[config.mk]
export PLATFORM = sky130hd
export DESIGN_NAME = periodic_task_timer_table
export DESIGN_NICKNAME = d
export VERILOG_FILES = /design/src/hdl/ptt_pkg.sv /design/src/hdl/periodic_task_timer_table.sv
export SDC_FILE = /design/constraint.sdc
export NUM_CORES = 1
export LEC_CHECK = 0
export ABC_AREA = 1
export BUFFER_PORTS_ARGS = -buffer_cell sky130_fd_sc_hd__buf_2
export CORE_MARGIN = 2
export CORE_UTILIZATION = 40
export CTS_CLUSTER_SIZE = 12
export DETAILED_ROUTE_END_ITERATION = 6
export GPL_TIMING_DRIVEN = 1
export PLACE_DENSITY = 0.54
export SETUP_SLACK_MARGIN = 0.02
export SYNTH_ARGS = -nofsm -noshare
export SYNTH_HDL_FRONTEND = slang
export SYNTH_SLANG_ARGS = --single-unit
[constraint.sdc]
create_clock -name clk -period 5 [get_ports clk]
set_input_delay 1 -clock clk [delete_from_list [all_inputs] [get_ports clk]]
set_output_delay 1 -clock clk [all_outputs]
set_load 0.01 [all_outputs]
[src/hdl/ptt_pkg.sv]
`default_nettype none
// ----------------------------------------------------------------------------
// ptt_pkg: shared types for the periodic task timer table
// Request and response layouts, request codes, sequencer states.
// ----------------------------------------------------------------------------
package ptt_pkg;

    typedef enum logic [1:0] {
        REQ_TICK = 2'd0,
        REQ_ADD  = 2'd1,
        REQ_POLL = 2'd2,
        REQ_TIME = 2'd3
    } req_kind_t;

    typedef struct packed {
        req_kind_t   req_type;
        logic [15:0] period;
        logic        in_interrupt;
    } req_t;

    typedef struct packed {
        logic [2:0]  slot_id;
        logic        add_ok;
        logic [7:0]  run_mask;
        logic [7:0]  irq_mask;
        logic [31:0] time_now;
    } rsp_t;

    typedef enum logic [1:0] {
        ST_IDLE,
        ST_SWEEP,
        ST_FINISH
    } seq_state_t;

    localparam logic [7:0] PENDING_MAX = 8'd255;

endpackage
`default_nettype wire

[src/hdl/periodic_task_timer_table.sv]
`default_nettype none
// ----------------------------------------------------------------------------
// periodic_task_timer_table: table of periodic timer slots
// Add, tick, poll and time requests, handled by one slot sweep per request.
// ----------------------------------------------------------------------------
// Each request is taken in, then a single shared count/compare unit visits
// the slots in order, one slot per cycle, and then the response is posted
// into the output register. req_stall stays high from acceptance until the
// response is posted; a response that waits on rsp_stall does not hold back
// the next request's sweep, only its posting. An add claims the lowest free
// slot; slots are never released except by reset. time_now reports the tick
// count after the request, for every kind of request.
module periodic_task_timer_table
    import ptt_pkg::*;
#(
    parameter int NUM_SLOTS = 8
)
(
    input  wire  logic clk,
    input  wire  logic rst_n,
    input  wire  logic req_valid,
    output       logic req_stall,
    input  wire  req_t req_data,
    output       logic rsp_valid,
    input  wire  logic rsp_stall,
    output       rsp_t rsp_data
);

    localparam int IDX_W = (NUM_SLOTS > 1) ? $clog2(NUM_SLOTS) : 1;
    localparam logic [IDX_W-1:0] LAST_IDX = IDX_W'(NUM_SLOTS - 1);

    // slot table: valid bits reset, the rest only meaningful once valid
    logic [NUM_SLOTS-1:0] slot_valid_reg;
    logic [15:0]          slot_period_reg  [NUM_SLOTS];
    logic [15:0]          slot_count_reg   [NUM_SLOTS];
    logic [7:0]           slot_pending_reg [NUM_SLOTS];
    logic                 slot_irq_reg     [NUM_SLOTS];

    seq_state_t       state_reg, state_next;
    logic [IDX_W-1:0] idx_reg, idx_next;
    logic [31:0]      tick_time_reg, tick_time_next;
    logic             rsp_valid_reg, rsp_valid_next;
    rsp_t             rsp_data_reg, rsp_data_next;

    req_t             req_reg, req_next;
    logic             found_reg, found_next;
    logic [2:0]       sid_reg, sid_next;
    logic [7:0]       run_reg, run_next;
    logic [7:0]       fire_reg, fire_next;

    logic             accept;
    logic             post;
    logic             cur_valid;
    logic [15:0]      cur_period;
    logic [15:0]      cur_count;
    logic [7:0]       cur_pending;
    logic             cur_irq;
    logic [7:0]       cur_bit;

    logic             slot_wr;
    logic             valid_set;
    logic [15:0]      wr_period;
    logic [15:0]      wr_count;
    logic [7:0]       wr_pending;
    logic             wr_irq;

    assign req_stall = (state_reg != ST_IDLE);
    assign accept    = req_valid && (state_reg == ST_IDLE);
    assign post      = (state_reg == ST_FINISH) && (!rsp_valid_reg || !rsp_stall);

    assign rsp_valid = rsp_valid_reg;
    assign rsp_data  = rsp_data_reg;

    assign cur_valid   = slot_valid_reg[idx_reg];
    assign cur_period  = slot_period_reg[idx_reg];
    assign cur_count   = slot_count_reg[idx_reg];
    assign cur_pending = slot_pending_reg[idx_reg];
    assign cur_irq     = slot_irq_reg[idx_reg];
    // slots above seven have no mask bit: the shift runs off the end
    assign cur_bit     = 8'd1 << idx_reg;

    always_ff @(posedge clk or negedge rst_n)
    begin
        if (!rst_n)
        begin
            state_reg      <= ST_IDLE;
            idx_reg        <= '0;
            tick_time_reg  <= '0;
            rsp_valid_reg  <= 1'b0;
            slot_valid_reg <= '0;
        end
        else
        begin
            state_reg     <= state_next;
            idx_reg       <= idx_next;
            tick_time_reg <= tick_time_next;
            rsp_valid_reg <= rsp_valid_next;
            if (valid_set)
            begin
                slot_valid_reg[idx_reg] <= 1'b1;
            end
        end
    end

    always_ff @(posedge clk)
    begin
        req_reg      <= req_next;
        found_reg    <= found_next;
        sid_reg      <= sid_next;
        run_reg      <= run_next;
        fire_reg     <= fire_next;
        rsp_data_reg <= rsp_data_next;
        if (slot_wr)
        begin
            slot_period_reg[idx_reg]  <= wr_period;
            slot_count_reg[idx_reg]   <= wr_count;
            slot_pending_reg[idx_reg] <= wr_pending;
            slot_irq_reg[idx_reg]     <= wr_irq;
        end
    end

    always_comb
    begin
        state_next     = state_reg;
        idx_next       = idx_reg;
        tick_time_next = tick_time_reg;
        rsp_valid_next = rsp_valid_reg;
        rsp_data_next  = rsp_data_reg;
        req_next       = req_reg;
        found_next     = found_reg;
        sid_next       = sid_reg;
        run_next       = run_reg;
        fire_next      = fire_reg;
        slot_wr        = 1'b0;
        valid_set      = 1'b0;
        wr_period      = cur_period;
        wr_count       = cur_count;
        wr_pending     = cur_pending;
        wr_irq         = cur_irq;

        if (rsp_valid_reg && !rsp_stall)
        begin
            rsp_valid_next = 1'b0;
        end

        case (state_reg)
            ST_IDLE:
            begin
                if (accept)
                begin
                    req_next   = req_data;
                    found_next = 1'b0;
                    sid_next   = '0;
                    run_next   = '0;
                    fire_next  = '0;
                    idx_next   = '0;
                    state_next = ST_SWEEP;
                end
            end
            ST_SWEEP:
            begin
                // shared slot unit: one slot per cycle
                case (req_reg.req_type)
                    REQ_TICK:
                    begin
                        if (cur_valid)
                        begin
                            slot_wr = 1'b1;
                            if (cur_count != 16'd0)
                            begin
                                wr_count = cur_count - 16'd1;
                            end
                            else
                            begin
                                wr_count = cur_period;
                                if (cur_pending != PENDING_MAX)
                                begin
                                    wr_pending = cur_pending + 8'd1;
                                end
                                if (cur_irq)
                                begin
                                    fire_next = fire_reg | cur_bit;
                                end
                            end
                        end
                    end
                    REQ_ADD:
                    begin
                        if (!cur_valid && !found_reg)
                        begin
                            slot_wr    = 1'b1;
                            valid_set  = 1'b1;
                            wr_period  = req_reg.period;
                            wr_count   = req_reg.period;
                            wr_pending = '0;
                            wr_irq     = req_reg.in_interrupt;
                            found_next = 1'b1;
                            sid_next   = 3'(idx_reg);
                        end
                    end
                    REQ_POLL:
                    begin
                        if (cur_valid && (cur_pending != 8'd0))
                        begin
                            slot_wr    = 1'b1;
                            wr_pending = '0;
                            if (!cur_irq)
                            begin
                                run_next = run_reg | cur_bit;
                            end
                        end
                    end
                    default:
                    begin
                        // time read leaves the table alone
                    end
                endcase

                if (idx_reg == LAST_IDX)
                begin
                    state_next = ST_FINISH;
                end
                else
                begin
                    idx_next = idx_reg + IDX_W'(1);
                end
            end
            ST_FINISH:
            begin
                if (post)
                begin
                    if (req_reg.req_type == REQ_TICK)
                    begin
                        tick_time_next = tick_time_reg + 32'd1;
                    end
                    rsp_data_next.slot_id  = sid_reg;
                    rsp_data_next.add_ok   = found_reg;
                    rsp_data_next.run_mask = run_reg;
                    rsp_data_next.irq_mask = fire_reg;
                    rsp_data_next.time_now = tick_time_next;
                    rsp_valid_next         = 1'b1;
                    idx_next               = '0;
                    state_next             = ST_IDLE;
                end
            end
            default:
            begin
                state_next = ST_IDLE;
                idx_next   = '0;
            end
        endcase
    end

    // claimed slots stay claimed until reset
    assert property (@(posedge clk) disable iff (!rst_n)
        (slot_valid_reg & $past(slot_valid_reg)) == $past(slot_valid_reg))
        else $error("slot valid bit cleared");

    // tick time moves only when a tick response is posted
    assert property (@(posedge clk) disable iff (!rst_n)
        !$stable(tick_time_reg) |->
            $past(post && (req_reg.req_type == REQ_TICK)))
        else $error("tick time changed outside a tick");

    // a poll response that names runnable slots carries no tick or add results
    assert property (@(posedge clk) disable iff (!rst_n)
        rsp_valid && (rsp_data.run_mask != 8'd0) |->
            (rsp_data.irq_mask == 8'd0) && !rsp_data.add_ok)
        else $error("poll response mixed with other results");

    // the sweep always starts from the first slot
    assert property (@(posedge clk) disable iff (!rst_n)
        (state_reg == ST_IDLE) |-> (idx_reg == '0))
        else $error("slot index not parked while idle");

endmodule
`default_nettype wire

==> metrics.md <==
| Metric | Value |
|---|---|
| Status | finished clean |
| Post-route insts no fill | 2,723 |
| Area growth syn-to-layout | 13.9% |
| H-tree Lvls | 2 |
| Slew HR | around a third |
| Syn Nets | between 1,500 and 2,000 |
| Dpl ws | between 1 and 1.5 ns |
| Internal | slightly below 9 mW |
| Upper clock frequency limit | 248 MHz |
| Worst reg-to-reg path cell count | 19 |
| Reg-to-Reg Start | idx_reg[0]$_DFFE_PN0P_ |
| Fraction of registers with async set/reset | 9.89% |
| Routed Antenna Nets | 0 |
| HP Start | sid_reg[0]$_SDFFCE_PN0P_ |
| Grt total ovfl | 0 |
| Wire length per cell | 19.4 µm |
| IO Port Bufs | 76 |
| Arrival @ worst endpoint | around 4.4 ns |
| Worst-Margin Slew | between 1 and 1.5 ns |
| Tcrit/Tclk final | roughly four fifths |
| Yosys cell types | a little under 50 |
| ANT cells | 0 |
| Root Buffer | clkbuf_16 |
| Hold EP | rsp_data[49]$_DFFE_PP_ |
| Placed inst area | 0.0216 mm² |
| Clock skew | about 0.037 ns |
| Die H | 230 µm |
| R2r setup slk | slightly below 1 ns |
| Sw frac | a little under two fifths |
| Total Wirelength | 52,800 µm |
| Layout cell share with drive strength beyond 1 | roughly an eighth |
| Layout net count | about 2,100 |
| Clock latency on the worst-skew pair | between 0.6 and 0.7 ns |
| CP endpoint kind | register |
| Cell area after synthesis | around 0.020 mm² |
| Clock Sinks | ~470 |
| Worst vdd ir | 312 µV |
| Final GP Congestion | around 0.93 |
| Postcts setup bufs | 0 |
| Comb pwr share | about a third |
| Sequential share of power | 41.2% |
| Starting density of the core | between 40 and 50% |
| Num ports | 77 |
| MaxCap Viol Count | 0 |
| Pre-antenna DRT Iters | 5 |
| Startpoint types | register |
| Clock Path Buffers | 3 |
| Commonest non-fill, non-tap cells in the layout | nand2_1 (707), edfxtp_1 (419), inv_1 (146) |
| Largest net degree at the start of global routing | 85 |
| Final hold slack | about 0.42 ns |
| Die area | around 0.053 mm² |
| DP Cell Count | between 2,000 and 3,000 |
| Hold_buf cts | 0 |
| CP Class | reg2reg |
| Final hold vios | 0 |
| Via count | roughly 14,000 |
| Die width | 230 µm |
| Mapped Cells | approximately 1,900 |
| Vias in the first global route | between 10,000 and 15,000 |
| Initial antenna violation count | 0 |
| FF+latch count, synth | roughly 470 |
| Seq/Total Area, Yosys | between 60 and 70% |
| Setup TNS | 0 ns |
| Global-route wire length before repair | 81,600 µm |
| Row count | 82 |
| Total Routing Usage GR | between 20% and 30% |
| Most common cell after layout, fill and taps aside | nand2_1 |
| Min-delay worst type | reg2reg |
| Number of buffers created by CTS | 50 |
| DRC violations left | 0 |
| Power Density | around 600 mW/mm² |
| Core ar. | 0.0502 mm² |
| Setup-failing EPs final | 0 |
| Final instance area | 0.0232 mm² |
| Worst R2R End | slot_pending_reg[7][0]$_DFFE_PP_ |
| Total power | about 14 mW |
| Clock network fraction of design power | roughly 25% |
| DR iter-0 viols | 971 |
| Pins Over Slew Limit | 0 |
| Ys Warns | 0 |
| Worst-path fanout max | 53 |
| TritonCTS clock tree | done |
| Switching pwr | between 5 and 6 mW |
| Syn_area_per_cell | 10.6 µm² |
| Setup WS post-layout | slightly below 1 ns |
| Unrepaired setup endpoints after global routing | no |
| Post-synth top flop | edfxtp_1 |
| Core Util, Final | 46.2% |
| DP Wirelength | about 34,000 µm |
| Drt via density | about 5.1 |
| Clk slew on worst S/H paths | 0.06 ns |
| Post-route minimum period | about 4.0 ns |
| Post_cts resized | 0 |
| WHS Path Cells | 0 |
| Post-synth EDFFs | roughly 420 |
| Leak Pwr | approximately 9.2 nW |
| CP required | 5.32 ns |
-- Yosys cell counts (all sizes together) (10+ instances only) --
cell	instances	share of area, %
nand2	716	13
edfxtp	419	62
inv	162	3.0
nor2	133	3.0
o21ai	84	2.1
nand3	70	1.8
a21oi	69	1.7
dfrtp	46	5.7
buf	44	1.6
xor2	28	1.2
clkbuf	22	0.41
nand4	21	0.65
a22oi	18	0.66
nor3	13	0.34
ha	11	0.68
a221oi	10	0.43
o22ai	10	0.31
-- worst max-delay path by stage --
stage	to	from	slack, ns
floorplan	slot_count_reg[0][0]$_DFFE_PP_	idx_reg[0]$_DFFE_PN0P_	0.63
global placement	slot_count_reg[6][7]$_DFFE_PP_	idx_reg[0]$_DFFE_PN0P_	1.02
detailed placement	slot_pending_reg[3][0]$_DFFE_PP_	idx_reg[0]$_DFFE_PN0P_	1.07
CTS	slot_pending_reg[7][0]$_DFFE_PP_	idx_reg[0]$_DFFE_PN0P_	1.04
global route	slot_pending_reg[7][0]$_DFFE_PP_	idx_reg[0]$_DFFE_PN0P_	0.67
finish	slot_pending_reg[7][0]$_DFFE_PP_	idx_reg[0]$_DFFE_PN0P_	0.97
-- cells by family after synthesis --
kind of cell | Yosys count | share of synthesized area (%)
flip-flops | 465 | 67.5
AND/OR/NAND/NOR | 963 | 19.4
AO/OA/AOI/OAI | 214 | 6.10
buffers and inverters | 229 | 5.07
XOR/XNOR | 29 | 1.25
adder cells (fa/ha/maj) | 11 | 0.676
-- metal layers --
metal  track usage, %  up-vias  part of all wire, %
li1                 -     6631                    -
met1             27.4     6708                   44
met2             33.5      439                   47
met3             2.89       94                  5.7
met4             6.64        0                  2.8
met5                0        -                    0
-- critical path, stage by stage, from the launching register on --
cell	delay [ns]
dfrtp_4	0.61
inv_8	0.32
buf_4	0.51
nand2_1	0.10
nand2_1	0.08
nand2_1	0.05
nand2_1	0.07
nand2_1	0.06
nand2_1	0.18
inv_1	0.13
ha_1	0.21
inv_1	0.06
nor2_1	0.04
nand2_2	0.11
nor2_4	0.07
nand2_4	0.21
clkinv_4	0.20
nand3_4	0.13
o21ai_0	0.09
o21ai_1	0.47
-- layout make-up --
class | count | area [µm²]
Clock inverter | 22 | 199
Fill cell | 4629 | 27000
Clock buffer | 65 | 1390
Multi-Input combinational cell | 1217 | 5650
Timing Repair Buffer | 119 | 741
Inverter | 163 | 627
Sequential cell | 465 | 13700
Tap cell | 672 | 841
-- power by group through the flow --
| stage | Clock [mW] | Combinational, mW | Sequential [mW] |
|---|---|---|---|
| after global routing | 3.78 | 5.28 | 5.89 |
| after floorplan | 0 | 3.07 | 5.86 |
| after CTS | 3.65 | 4.77 | 5.84 |
| after global placement | 0 | 4.73 | 5.91 |
| after detailed placement | 0 | 4.75 | 5.92 |
| final | 3.57 | 4.77 | 5.84 |
Note: power is estimated with default switching activity, not from simulation.
